[src/rtl/lct_pkg.sv]
`timescale 1ns / 1ps

package lct_pkg;

	// fixed field widths
	localparam int ACT_W  = 2;
	localparam int MAC_W  = 48;
	localparam int SEQ_W  = 22;
	localparam int PIDX_W = 4;
	localparam int CRED_W = 5;
	localparam int STAT_W = 2;

	// parameter defaults
	localparam int ENTRIES_DEF  = 16;
	localparam int SEQ_BITS_DEF = 22;

	localparam logic [CRED_W-1:0] CREDIT_RESET = 5'd10;

	// action codes
	localparam logic [ACT_W-1:0] ACT_LOOKUP  = 2'd0;
	localparam logic [ACT_W-1:0] ACT_OPEN    = 2'd1;
	localparam logic [ACT_W-1:0] ACT_DELETE  = 2'd2;
	localparam logic [ACT_W-1:0] ACT_RESPOND = 2'd3;

	// status codes
	localparam logic [STAT_W-1:0] STAT_OK       = 2'd0;
	localparam logic [STAT_W-1:0] STAT_NOTFOUND = 2'd1;
	localparam logic [STAT_W-1:0] STAT_BADSEQ   = 2'd2;
	localparam logic [STAT_W-1:0] STAT_FULL     = 2'd3;

	// controller to datapath
	typedef struct packed {
		logic load_in;
		logic scan_rd;
		logic idx_rd;
		logic commit;
		logic load_out;
	} lct_cmd_t;

	// datapath to controller
	typedef struct packed {
		logic is_scan;
		logic is_err;
		logic scan_last;
	} lct_sts_t;

endpackage

[src/rtl/lct_ifs.sv]
`timescale 1ns / 1ps

// request channel
interface lct_req_if
	import lct_pkg::*;
();
	logic              valid;
	logic              ready;
	logic [ACT_W-1:0]  action;
	logic [MAC_W-1:0]  mac_addr;
	logic [SEQ_W-1:0]  seq_num;
	logic [PIDX_W-1:0] conn_index;

	modport source (output valid, action, mac_addr, seq_num, conn_index, input ready);
	modport sink (input valid, action, mac_addr, seq_num, conn_index, output ready);
endinterface

// response channel
interface lct_rsp_if
	import lct_pkg::*;
();
	logic              valid;
	logic              ready;
	logic [STAT_W-1:0] status;
	logic [PIDX_W-1:0] entry_index;
	logic [SEQ_W-1:0]  send_seq;
	logic [CRED_W-1:0] credit_out;
	logic [SEQ_W-1:0]  ack_seq;

	modport source (output valid, status, entry_index, send_seq, credit_out, ack_seq,
		input ready);
	modport sink (input valid, status, entry_index, send_seq, credit_out, ack_seq,
		output ready);
endinterface

[src/rtl/lct_ctrl.sv]
`timescale 1ns / 1ps

module lct_ctrl
	import lct_pkg::*;
(
	input  logic     clk,
	input  logic     arst_n,
	input  logic     in_valid,
	output logic     in_ready,
	output logic     out_valid,
	input  logic     out_ready,
	input  lct_sts_t sts,
	output lct_cmd_t cmd
);

	localparam logic [2:0] S_IDLE     = 3'd0;
	localparam logic [2:0] S_CHECK    = 3'd1;
	localparam logic [2:0] S_SCAN     = 3'd2;
	localparam logic [2:0] S_SCAN_END = 3'd3;
	localparam logic [2:0] S_READ     = 3'd4;
	localparam logic [2:0] S_COMMIT   = 3'd5;
	localparam logic [2:0] S_DONE     = 3'd6;

	logic [2:0] state_q;
	logic [2:0] state_d;
	logic       out_valid_q;
	logic       out_free;

	assign in_ready  = (state_q == S_IDLE);
	assign out_valid = out_valid_q;
	assign out_free  = !out_valid_q || out_ready;

	// command decode
	always_comb begin
		cmd          = '0;
		cmd.load_in  = in_valid && (state_q == S_IDLE);
		cmd.scan_rd  = (state_q == S_SCAN);
		cmd.idx_rd   = (state_q == S_READ);
		cmd.commit   = (state_q == S_COMMIT);
		cmd.load_out = (state_q == S_DONE) && out_free;
	end

	// next state
	always_comb begin
		state_d = state_q;
		unique case (state_q)
			S_IDLE: begin
				if (in_valid)
					state_d = S_CHECK;
			end
			S_CHECK: begin
				if (sts.is_err)
					state_d = S_COMMIT;
				else if (sts.is_scan)
					state_d = S_SCAN;
				else
					state_d = S_READ;
			end
			S_SCAN: begin
				if (sts.scan_last)
					state_d = S_SCAN_END;
			end
			S_SCAN_END: state_d = S_COMMIT;
			S_READ:     state_d = S_COMMIT;
			S_COMMIT:   state_d = S_DONE;
			S_DONE: begin
				if (out_free)
					state_d = S_IDLE;
			end
			default:    state_d = S_IDLE;
		endcase
	end

	// state and result slot
	always_ff @(posedge clk or negedge arst_n) begin
		if (!arst_n) begin
			state_q     <= S_IDLE;
			out_valid_q <= 1'b0;
		end else begin
			state_q <= state_d;
			if (cmd.load_out)
				out_valid_q <= 1'b1;
			else if (out_ready)
				out_valid_q <= 1'b0;
		end
	end

endmodule

[src/rtl/lct_dp.sv]
`timescale 1ns / 1ps

module lct_dp
	import lct_pkg::*;
#(
	parameter int ENTRIES  = ENTRIES_DEF,
	parameter int SEQ_BITS = SEQ_BITS_DEF
) (
	input  logic              clk,
	input  logic              arst_n,
	input  logic              cfg_wr_en,
	input  logic [CRED_W-1:0] cfg_wr_data,
	input  logic [ACT_W-1:0]  action,
	input  logic [MAC_W-1:0]  mac_addr,
	input  logic [SEQ_W-1:0]  seq_num,
	input  logic [PIDX_W-1:0] conn_index,
	input  lct_cmd_t          cmd,
	output lct_sts_t          sts,
	output logic [STAT_W-1:0] status,
	output logic [PIDX_W-1:0] entry_index,
	output logic [SEQ_W-1:0]  send_seq,
	output logic [CRED_W-1:0] credit_out,
	output logic [SEQ_W-1:0]  ack_seq
);

	localparam int IDX_W = (ENTRIES > 1) ? $clog2(ENTRIES) : 1;
	localparam logic [8:0] ENT_N = 9'(ENTRIES);
	localparam logic [IDX_W-1:0] LAST_IDX = IDX_W'(ENTRIES - 1);

	typedef struct packed {
		logic [MAC_W-1:0]    mac;
		logic [SEQ_BITS-1:0] send;
		logic [SEQ_BITS-1:0] expd;
		logic [CRED_W-1:0]   credit;
	} entry_t;

	// table storage
	entry_t             mem [ENTRIES];
	logic [ENTRIES-1:0] vld_q;

	logic [CRED_W-1:0]   init_credit_q;
	logic [ACT_W-1:0]    act_q;
	logic [MAC_W-1:0]    mac_q;
	logic [SEQ_BITS-1:0] seq_q;
	logic [PIDX_W-1:0]   conn_q;

	logic [IDX_W-1:0] cnt_q;
	logic [IDX_W-1:0] rd_addr;
	logic             rd_en;
	entry_t           rd_data_s1;
	logic             rd_vld_s1;
	logic             scan_s1;
	logic [IDX_W-1:0] rd_idx_s1;
	entry_t           rd_ent;

	logic             match_q;
	logic [IDX_W-1:0] match_idx_q;
	entry_t           match_ent_q;
	logic             free_q;
	logic [IDX_W-1:0] free_idx_q;

	logic             idx_bad;
	logic [IDX_W-1:0] conn_idx;
	logic             wr_en;
	logic [IDX_W-1:0] wr_addr;
	entry_t           wr_data;

	logic [STAT_W-1:0]   res_status_q;
	logic [IDX_W-1:0]    res_idx_q;
	logic [SEQ_BITS-1:0] res_send_q;
	logic [CRED_W-1:0]   res_cred_q;
	logic [SEQ_BITS-1:0] res_ack_q;
	logic [STAT_W-1:0]   res_status_d;
	logic [IDX_W-1:0]    res_idx_d;
	logic [SEQ_BITS-1:0] res_send_d;
	logic [CRED_W-1:0]   res_cred_d;
	logic [SEQ_BITS-1:0] res_ack_d;

	// configuration register
	always_ff @(posedge clk or negedge arst_n) begin
		if (!arst_n)
			init_credit_q <= CREDIT_RESET;
		else if (cfg_wr_en)
			init_credit_q <= cfg_wr_data;
	end

	// captured transaction
	always_ff @(posedge clk) begin
		if (cmd.load_in) begin
			act_q  <= action;
			mac_q  <= mac_addr;
			seq_q  <= SEQ_BITS'(seq_num);
			conn_q <= conn_index;
		end
	end

	assign idx_bad  = (9'(conn_q) >= ENT_N);
	assign conn_idx = IDX_W'(conn_q);

	// status towards the controller
	always_comb begin
		sts           = '0;
		sts.is_scan   = (act_q == ACT_LOOKUP) || (act_q == ACT_OPEN);
		sts.is_err    = ((act_q == ACT_OPEN) && (seq_q != '0)) ||
			((act_q == ACT_DELETE || act_q == ACT_RESPOND) && idx_bad);
		sts.scan_last = (cnt_q == LAST_IDX);
	end

	// scan address counter
	always_ff @(posedge clk or negedge arst_n) begin
		if (!arst_n)
			cnt_q <= '0;
		else if (cmd.load_in)
			cnt_q <= '0;
		else if (cmd.scan_rd && (cnt_q != LAST_IDX))
			cnt_q <= cnt_q + 1'b1;
	end

	assign rd_en   = cmd.scan_rd || cmd.idx_rd;
	assign rd_addr = cmd.scan_rd ? cnt_q : conn_idx;

	// memory read port, registered
	always_ff @(posedge clk) begin
		if (rd_en)
			rd_data_s1 <= mem[rd_addr];
		if (rd_en)
			rd_idx_s1 <= rd_addr;
	end

	// memory write port
	always_ff @(posedge clk) begin
		if (wr_en)
			mem[wr_addr] <= wr_data;
	end

	// entry valid bits and read pipeline control
	always_ff @(posedge clk or negedge arst_n) begin
		if (!arst_n) begin
			vld_q     <= '0;
			rd_vld_s1 <= 1'b0;
			scan_s1   <= 1'b0;
		end else begin
			if (wr_en)
				vld_q[wr_addr] <= 1'b1;
			if (rd_en)
				rd_vld_s1 <= vld_q[rd_addr];
			scan_s1 <= cmd.scan_rd;
		end
	end

	// an entry never written reads as cleared
	assign rd_ent = rd_vld_s1 ? rd_data_s1 : '0;

	// first match and first free entry seen in the scan
	always_ff @(posedge clk or negedge arst_n) begin
		if (!arst_n) begin
			match_q <= 1'b0;
			free_q  <= 1'b0;
		end else if (cmd.load_in) begin
			match_q <= 1'b0;
			free_q  <= 1'b0;
		end else if (scan_s1) begin
			if (!match_q && (mac_q != '0) && (rd_ent.mac == mac_q))
				match_q <= 1'b1;
			if (!free_q && (rd_ent.mac == '0))
				free_q <= 1'b1;
		end
	end

	always_ff @(posedge clk) begin
		if (scan_s1 && !match_q && (mac_q != '0) && (rd_ent.mac == mac_q)) begin
			match_idx_q <= rd_idx_s1;
			match_ent_q <= rd_ent;
		end
		if (scan_s1 && !free_q && (rd_ent.mac == '0))
			free_idx_q <= rd_idx_s1;
	end

	// action execution: table update and result
	always_comb begin
		wr_en        = 1'b0;
		wr_addr      = conn_idx;
		wr_data      = rd_ent;
		res_status_d = STAT_OK;
		res_idx_d    = '0;
		res_send_d   = '0;
		res_cred_d   = '0;
		res_ack_d    = '0;
		if (sts.is_err) begin
			res_status_d = (act_q == ACT_OPEN) ? STAT_BADSEQ : STAT_NOTFOUND;
		end else begin
			unique case (act_q)
				ACT_LOOKUP: begin
					if (match_q) begin
						wr_en     = cmd.commit;
						wr_addr   = match_idx_q;
						wr_data   = match_ent_q;
						if (match_ent_q.expd <= seq_q)
							wr_data.expd = seq_q + 1'b1;
						res_idx_d = match_idx_q;
					end else begin
						res_status_d = STAT_NOTFOUND;
					end
				end
				ACT_OPEN: begin
					if (match_q || free_q) begin
						wr_en          = cmd.commit;
						wr_addr        = match_q ? match_idx_q : free_idx_q;
						wr_data.mac    = mac_q;
						wr_data.send   = '0;
						wr_data.expd   = SEQ_BITS'(1);
						wr_data.credit = init_credit_q;
						res_idx_d      = wr_addr;
					end else begin
						res_status_d = STAT_FULL;
					end
				end
				ACT_DELETE: begin
					wr_en       = cmd.commit;
					wr_data.mac = '0;
					res_idx_d   = conn_idx;
				end
				ACT_RESPOND: begin
					wr_en        = cmd.commit;
					wr_data.send = rd_ent.send + 1'b1;
					res_idx_d    = conn_idx;
					res_send_d   = rd_ent.send;
					res_cred_d   = rd_ent.credit;
					res_ack_d    = seq_q;
				end
				default: res_status_d = STAT_NOTFOUND;
			endcase
		end
	end

	// result held until the output slot frees
	always_ff @(posedge clk) begin
		if (cmd.commit) begin
			res_status_q <= res_status_d;
			res_idx_q    <= res_idx_d;
			res_send_q   <= res_send_d;
			res_cred_q   <= res_cred_d;
			res_ack_q    <= res_ack_d;
		end
	end

	// output register
	always_ff @(posedge clk) begin
		if (cmd.load_out) begin
			status      <= res_status_q;
			entry_index <= PIDX_W'(res_idx_q);
			send_seq    <= SEQ_W'(res_send_q);
			credit_out  <= res_cred_q;
			ack_seq     <= SEQ_W'(res_ack_q);
		end
	end

endmodule

[src/rtl/link_connection_table.sv]
`timescale 1ns / 1ps

// Connection table of ENTRIES peers keyed by MAC address; every request gives
// one response. Lookup and open walk the whole table through a single memory
// read port, one entry per cycle, before the response is offered; delete and
// respond read the addressed entry once; a request refused straight away
// (open with a nonzero sequence, index beyond the table) reads no entry.
// The next request can be accepted once a response is offered. One request
// is in progress at a time; a finished response waits in an output register
// while the next request is taken, and that request cannot hand over its own
// response until the register is free. The table reads as all free right
// after reset (per-entry valid bits, no clearing pass). The user must write
// initial_credit through cfg_wr_en / cfg_wr_data only while no request is in
// progress; the block itself does not enforce it.
module link_connection_table
	import lct_pkg::*;
#(
	parameter int ENTRIES  = ENTRIES_DEF,
	parameter int SEQ_BITS = SEQ_BITS_DEF
) (
	input  logic              clk,
	input  logic              arst_n,
	input  logic              cfg_wr_en,
	input  logic [CRED_W-1:0] cfg_wr_data,
	lct_req_if.sink           req,
	lct_rsp_if.source         rsp
);

	lct_cmd_t cmd;
	lct_sts_t sts;

	// sequencing
	lct_ctrl u_ctrl (
		.clk       (clk),
		.arst_n    (arst_n),
		.in_valid  (req.valid),
		.in_ready  (req.ready),
		.out_valid (rsp.valid),
		.out_ready (rsp.ready),
		.sts       (sts),
		.cmd       (cmd)
	);

	// table and result path
	lct_dp #(
		.ENTRIES  (ENTRIES),
		.SEQ_BITS (SEQ_BITS)
	) u_dp (
		.clk         (clk),
		.arst_n      (arst_n),
		.cfg_wr_en   (cfg_wr_en),
		.cfg_wr_data (cfg_wr_data),
		.action      (req.action),
		.mac_addr    (req.mac_addr),
		.seq_num     (req.seq_num),
		.conn_index  (req.conn_index),
		.cmd         (cmd),
		.sts         (sts),
		.status      (rsp.status),
		.entry_index (rsp.entry_index),
		.send_seq    (rsp.send_seq),
		.credit_out  (rsp.credit_out),
		.ack_seq     (rsp.ack_seq)
	);

endmodule

[src/flat_wrapper.sv]
// flat-port wrapper written by rule: the top's interface ports become plain ports
module link_connection_table_flat import lct_pkg::*;
#(
	parameter int ENTRIES  = ENTRIES_DEF,
	parameter int SEQ_BITS = SEQ_BITS_DEF
)
  (clk, arst_n, cfg_wr_en, cfg_wr_data, req_valid, req_action, req_mac_addr, req_seq_num, req_conn_index, req_ready, rsp_valid, rsp_status, rsp_entry_index, rsp_send_seq, rsp_credit_out, rsp_ack_seq, rsp_ready);
  lct_req_if req_i ();
  lct_rsp_if rsp_i ();
  input  logic clk;
  input  logic arst_n;
  input  logic cfg_wr_en;
  input  logic [CRED_W-1:0] cfg_wr_data;
  input wire logic [$bits(req_i.valid)-1:0] req_valid;
  input wire logic [$bits(req_i.action)-1:0] req_action;
  input wire logic [$bits(req_i.mac_addr)-1:0] req_mac_addr;
  input wire logic [$bits(req_i.seq_num)-1:0] req_seq_num;
  input wire logic [$bits(req_i.conn_index)-1:0] req_conn_index;
  output wire logic [$bits(req_i.ready)-1:0] req_ready;
  output wire logic [$bits(rsp_i.valid)-1:0] rsp_valid;
  output wire logic [$bits(rsp_i.status)-1:0] rsp_status;
  output wire logic [$bits(rsp_i.entry_index)-1:0] rsp_entry_index;
  output wire logic [$bits(rsp_i.send_seq)-1:0] rsp_send_seq;
  output wire logic [$bits(rsp_i.credit_out)-1:0] rsp_credit_out;
  output wire logic [$bits(rsp_i.ack_seq)-1:0] rsp_ack_seq;
  input wire logic [$bits(rsp_i.ready)-1:0] rsp_ready;
  assign req_i.valid = req_valid;
  assign req_i.action = req_action;
  assign req_i.mac_addr = req_mac_addr;
  assign req_i.seq_num = req_seq_num;
  assign req_i.conn_index = req_conn_index;
  assign req_ready = req_i.ready;
  assign rsp_valid = rsp_i.valid;
  assign rsp_status = rsp_i.status;
  assign rsp_entry_index = rsp_i.entry_index;
  assign rsp_send_seq = rsp_i.send_seq;
  assign rsp_credit_out = rsp_i.credit_out;
  assign rsp_ack_seq = rsp_i.ack_seq;
  assign rsp_i.ready = rsp_ready;
  link_connection_table #(.ENTRIES(ENTRIES), .SEQ_BITS(SEQ_BITS)) u_core (.clk(clk), .arst_n(arst_n), .cfg_wr_en(cfg_wr_en), .cfg_wr_data(cfg_wr_data), .req(req_i), .rsp(rsp_i));
endmodule
[config.mk]
export PLATFORM = sky130hd
export DESIGN_NAME = link_connection_table_flat
export DESIGN_NICKNAME = d
export VERILOG_FILES = /design/src/rtl/lct_pkg.sv /design/src/rtl/lct_ifs.sv /design/src/rtl/lct_ctrl.sv /design/src/rtl/lct_dp.sv /design/src/rtl/link_connection_table.sv /design/src/flat_wrapper.sv
export SDC_FILE = /design/constraint.sdc
export NUM_CORES = 2
export LEC_CHECK = 0
export BUFFER_PORTS_ARGS = -buffer_cell sky130_fd_sc_hd__buf_4
export CORE_MARGIN = 1.5
export CORE_UTILIZATION = 30
export DETAILED_ROUTE_END_ITERATION = 7
export GPL_TIMING_DRIVEN = 0
export PLACE_DENSITY = 0.57
export SLEW_MARGIN = 20
export SYNTH_ARGS = -nofsm -noshare
export SYNTH_HDL_FRONTEND = slang
export SYNTH_SLANG_ARGS = --single-unit
export TNS_END_PERCENT = 1
[constraint.sdc]
create_clock -name clk -period 10.4 [get_ports clk]
set_clock_uncertainty 0.1 [all_clocks]
set_input_delay 1.04 -clock clk [delete_from_list [all_inputs] [get_ports clk]]
set_output_delay 1.04 -clock clk [all_outputs]
set_load 0.02 [all_outputs]
# Word-level counts from Yosys, hierarchy flattened
# Memories as Yosys holds them, arrays and structs flattened. A register that Yosys moved wholly into a read port is not among the register bits.
# Index checks and enable logic that the tools add are counted.
# totals
regBits	328
ram_bits	1552
inputBits	86
out_inout_bits	57
wordCells	139
memories	1
# memory_table
name	words	word_bits	read_ports	rd_clocked_by_memory_dff	write_ports	line	text
u_core.u_dp.mem	16	97	1	1	1	lct_dp.sv:38	entry_t mem [ENTRIES];
# op_classes
add_sub_neg	3
order_cmp	4
n_eq_ne	15
mux	48
bitwise	2
reduce_logical	36
# op_table
op	count
2-to-1 mux 97 bit	4
case mux 48 bit (3 select lines)	1
case mux 22 bit (3 select lines)	1
case mux 27 bit (2 select lines)	1
== test 48 bit	1
zero test 48 bit	1
nonzero test 48 bit	1
adder 22 x 1 -> 22 bit, second input constant	2
2-to-1 mux 4 bit	9
less-or-equal comparator 22 bit	1
2-to-1 mux 22 bit	1
nonzero test 22 bit	1
case mux 3 bit (6 select lines)	1
2-to-1 mux 1 bit	16
bitwise OR 16 bit	1
2-to-1 mux 3 bit	5
logical AND 1 bit	13
case mux 4 bit (3 select lines)	1
< comparator 4 x 5 -> 1 bit, second input constant	2
nonzero test 2 bit	5
== test 3 bit, second input constant	3
case mux 4 bit (2 select lines)	1
== test 3 x 2 -> 1 bit, second input constant	2
2-to-1 mux 2 bit	3
21 further kinds	31

# Longest topological paths before layout
# depth
word_depth	9
ltp_mapped	12
ltp_nobuf	9

# Hierarchy
# From an unflattened synthesis, not the netlist that was laid out.
# unflattened
hier_cells	4751
hier_area_um2	63002.9
# by_module_without_submodules
mod	instances	cells_per_inst	area_each_um2
lct_dp	1	4722	62766.4
lct_ctrl	1	29	236.5

# Worst setup path before layout
# Ideal clock, no wire load.
# synth_timing
path_kind	register to register
start	register u_core.u_ctrl.state_q[2]
end	memory u_core.u_dp.mem[10][0] (netlist name), enable pin
arrival_time_ns	9.786
t_required_ns	9.607
slack_ns	-0.179
stages_incl_launch_ff	8
n_path_buf	1
synth_period_minus_slack_ns	10.579
cell_sequence	dfrtp_1 buf_2 nor2b_1 and2_1 nand2_1 nor2_1 nand2_1 nor4_1
# synth_via
elab_chain_len	6
word_cells_on_any_way	7
cone_classes	1 x eq/ne; 6 x mux
# synth_rtl
element	line	text
start, declared	lct_ctrl.sv:24	logic [2:0] state_q;
start signal, assigned	lct_ctrl.sv:80	state_q <= state_d;
== test 3 bit *	lct_ctrl.sv:39	cmd.commit = (state_q == S_COMMIT);
2-to-1 mux 1 bit (on tied branches)	lct_dp.sv:206, lct_dp.sv:194	
case mux 1 bit (3 select lines) *	lct_dp.sv:192	unique case (act_q)
2-to-1 mux 1 bit *	lct_dp.sv:189	if (sts.is_err) begin
2-to-1 mux 1 bit *	lct_dp.sv:132	if (wr_en)
2-to-1 mux 1 bit (not written as such) *	lct_dp.sv:133	mem[wr_addr] <= wr_data;
end, declared	lct_dp.sv:38	
# Every way passes the cells marked *; elsewhere a longest branch is shown, timed or not.

==> flow_summary.yaml <==
synthesis:
  yosysSeqAreaShare_pct: 75.1
  synth_edf_count: 1548
  ys_types: 74
  synth.avg_cell_area_um2: 14.1
  ys.flop_type: "edfxtp_1"
  synth_cells: 4479
  ys_warn_count: 0
  synth-async-reset-ratio_pct: 2.09
  syn_nets: 4567
  synth_area_um2: 63000
  synth_seq_cells: 1581
timing:
  rsz0062_at_grt: "no"
  period_needed_ps: 6130
  maxSlewHeadroom_pct: 20.2
  setup_viol: 0
  period_share_pct: 58.9
  final_hold_viol_count: 0
  fmax_mhz: 163
  slew_viol_final: 0
  worstMarginPinSlew_ps: 1200
setup_path:
  crit_top_cell: "nand3_1"
  reg2reg_depth: 12
  worst_ep_arrival_time_ps: 6500
  cp_max_fo: 16
  critPathRequiredTime_ps: 10770
  worstSetupPathType: "register to register"
  max_stage_delay_ps: 790
  critPathLaunchType: "register"
  crit_chain: "clkbuf_1 > clkbuf_2 > buf_2 > nand2_1 > inv_1 > ha_1 > nand3_1 > nor4_1 > nand3_1 > nor3_1 > xnor2_1 > o221ai_2"
  cp-end-kind: "register"
  cp_slowest_cell: "clkbuf_1"
drt:
  drc: 0
  wirelength_mm: 183
  wire_per_inst_um: 23.4
  viasPerCell: 4.98
  wl_met2_mm: 91.3
  firstDrtPassIters: 6
  drt-met1-wl_mm: 70.8
  postRouteAntennaNets: 0
  met3_length_mm: 12.5
  first_iter_violations: 3885
  top_layer_used: "met5"
  num_vias: 39000
cts:
  numCtsBuffers: 160
  cts-root-buf: "clkbuf_16"
  clock_path_buffers: 3
  insertion_delay_ps: 800
  cts_hold_repair.buffers: 0
  path_clk_slew_ps: 60
  post_cts_buffers: 0
  cts_num_sinks: 1581
  cts_resized: 0
  htree_levels: 4
  cts_tree: "done"
global_route:
  grt_pass1_wl_mm: 264
  grt_usage_pct: 17.0
  grt_max_degree: 53
  grt_pass1_vias: 38100
  antenna_found_initial: 5
  overflow: 0
flow_run:
  max-cap-violations: 0
floorplanning:
  die_x_um: 461
  std_cell_rows: 168
  dieArea_um2: 213000
  initial_utilization_pct: 30.1
  coreArea_um2: 209000
  pin_count: 143
  die_height_um: 461
finish:
  finalNetCount: 4990
  area_growth_syn_to_layout_pct: 18.4
  postLayoutCellArea_um2: 74600
  drive_gt1_share_pct: 13.8
  final_core_util_pct: 35.7
place:
  io_buffers: 142
  placed_cell_area_um2: 69400
  gp_congestion: 0.918
  hpwl_mm: 131
power:
  power.leakage_nw: 26.2
  vdd_drop_max_v: 0.000165
  cellPowerDensity_nw_per_um2: 244
status:
  outcome: "complete, no violations"
worst_hold_path:
  hold_path.class: "input pin to asynchronous set/reset pin"
==> report_power, final <==
part	switching, mW	internal (mW)
clock network	2.39	3.20
logic	3.01	1.21
registers	0.451	7.93
total	5.86	12.3
==> final timing paths <==
check	from	endpoint	slack, ps
setup / recovery	u_core.u_dp.rd_vld_s1	u_core.u_dp.mem[11][47]	4270
setup reg to reg	u_core.u_dp.rd_vld_s1	u_core.u_dp.mem[11][47]	4270
max in group asynchronous	arst_n	u_core.u_dp.vld_q[14]	9690
hold / removal	arst_n	u_core.u_ctrl.out_valid	100
hold reg to reg	u_core.u_dp.res_send_q[2]	u_core.u_dp.send_seq[2]	320
min in group clk	req_action[1]	u_core.u_dp.act_q[1]	310
==> critical path, delay by kind of cell (launching register included) <==
family | cells | cell delay, ps
AO/OA/AOI/OAI | 1 | 670
XOR/XNOR | 1 | 120
adder cells (fa/ha/maj) | 1 | 270
buffers and inverters | 4 | 2230
flip-flops | 1 | 750
AND/OR/NAND/NOR | 5 | 1610
==> through the flow <==
stage / hold WS [ps] / total power [mW] / setup WS, ps / setup TNS [ps] / cells
CTS: 71.3 / 18.3 / 4280 / 0 / 7824
finish: 99.4 / 18.2 / 4270 / 0 / 7829
floorplan: 300 / 10.7 / -177 / -13280 / 4479
detailed placement: 305 / 12.7 / 4370 / 0 / 7544
global placement: 302 / 12.6 / -8430 / -2385310 / 7426
global route: 104 / 18.9 / 4190 / 0 / 7825
==> synthesized netlist by cell type (3+ instances only) <==
library cell / n / share of area, %
o21ai_0: 31 / 0.25
dfrtp_1: 31 / 1.2
a22oi_1: 70 / 0.83
a32oi_1: 86 / 1.2
nor4_1: 34 / 0.34
o2bb2ai_1: 45 / 0.63
nor3_1: 14 / 0.11
o21bai_1: 9 / 0.11
buf_1: 16 / 0.095
edfxtp_1: 1548 / 74
clkbuf_1: 152 / 0.91
a2111oi_0: 3 / 0.042
and3_1: 31 / 0.31
o31ai_1: 5 / 0.060
nor4bb_1: 9 / 0.14
o22ai_1: 14 / 0.14
nand2b_1: 28 / 0.28
nand4_1: 30 / 0.30
mux2i_1: 231 / 3.7
a21oi_1: 11 / 0.087
o211ai_1: 4 / 0.048
xnor2_1: 34 / 0.47
o221ai_1: 85 / 1.2
nand4b_1: 4 / 0.056
nand3_1: 461 / 3.7
mux2_2: 6 / 0.11
xor2_1: 5 / 0.069
nand2_1: 1133 / 6.7
a31oi_1: 4 / 0.040
buf_2: 83 / 0.66
nor2_1: 70 / 0.42
and2_1: 44 / 0.44
a211oi_1: 6 / 0.071
a21o_1: 4 / 0.048
buf_4: 13 / 0.15
a31o_2: 6 / 0.083
inv_1: 58 / 0.35
or4_1: 3 / 0.036
a22o_1: 3 / 0.042
nor2b_1: 12 / 0.12
==> layer usage <==
metal,global-route usage (%),vias up
li1,-,17600
met1,20.7,19400
met2,29.2,1577
met3,2.88,341
met4,7.72,2
met5,0,-
==> sequential cells by signal, indices dropped and copies added, names as in the netlist, 48 cells and up <==
signal                   flops
u_core.u_dp.mem           1200
u_core.u_dp.match_ent_q     75
u_core.u_dp.rd_data_s1      75
u_core.u_dp.mac_q           48
==> layout make-up <==
type                       instances  area [um2]
clock buffer                     210        4290
multi-input combinational       2573       14800
fill                           19900      135000
inverter                          59         231
tap                             2805        3510
clock inverter                    70         689
timing repair buffer             261        2580
buffer                           266        1180
antenna                            4        10.0
sequential                      1581       47300
==> cells in the final DEF (no fill, tap or decap), drive strengths merged, types with 4 or more instances in the layout <==
master | synthesis | layout
o2bb2ai | 45 | 45
o22ai | 14 | 14
nor4 | 35 | 35
xor2 | 5 | 5
nor2 | 71 | 71
a32oi | 86 | 86
xnor2 | 34 | 34
mux2 | 6 | 6
o31ai | 5 | 5
and3 | 31 | 31
nand3 | 461 | 461
dfrtp | 31 | 31
o21ai | 32 | 32
nand4b | 4 | 4
clkinv | 0 | 48
a211oi | 6 | 6
clkbuf | 152 | 362
edfxtp | 1548 | 1548
diode | 0 | 4
nor4bb | 9 | 9
bufinv | 0 | 12
a31o | 6 | 6
nand2b | 28 | 28
nand4 | 30 | 30
and2 | 44 | 44
nand2 | 1133 | 1133
nor3 | 15 | 15
o21bai | 9 | 9
a31oi | 4 | 4
o221ai | 85 | 85
o211ai | 4 | 4
a22oi | 70 | 70
a21o | 4 | 4
mux2i | 233 | 233
buf | 114 | 375
nor2b | 12 | 12
inv | 59 | 67
a21oi | 12 | 12
==> cells by family after synthesis <==
| group | share of synthesized area, % |
|---|---|
| fa+ha+maj | 0.0397 |
| xor+xnor | 0.542 |
| flops | 75.1 |
| simple gates | 13.2 |
| buf+inv | 2.20 |
| mux | 3.88 |
| compound gates | 5.09 |
Note: power is estimated with default switching activity, not from simulation.
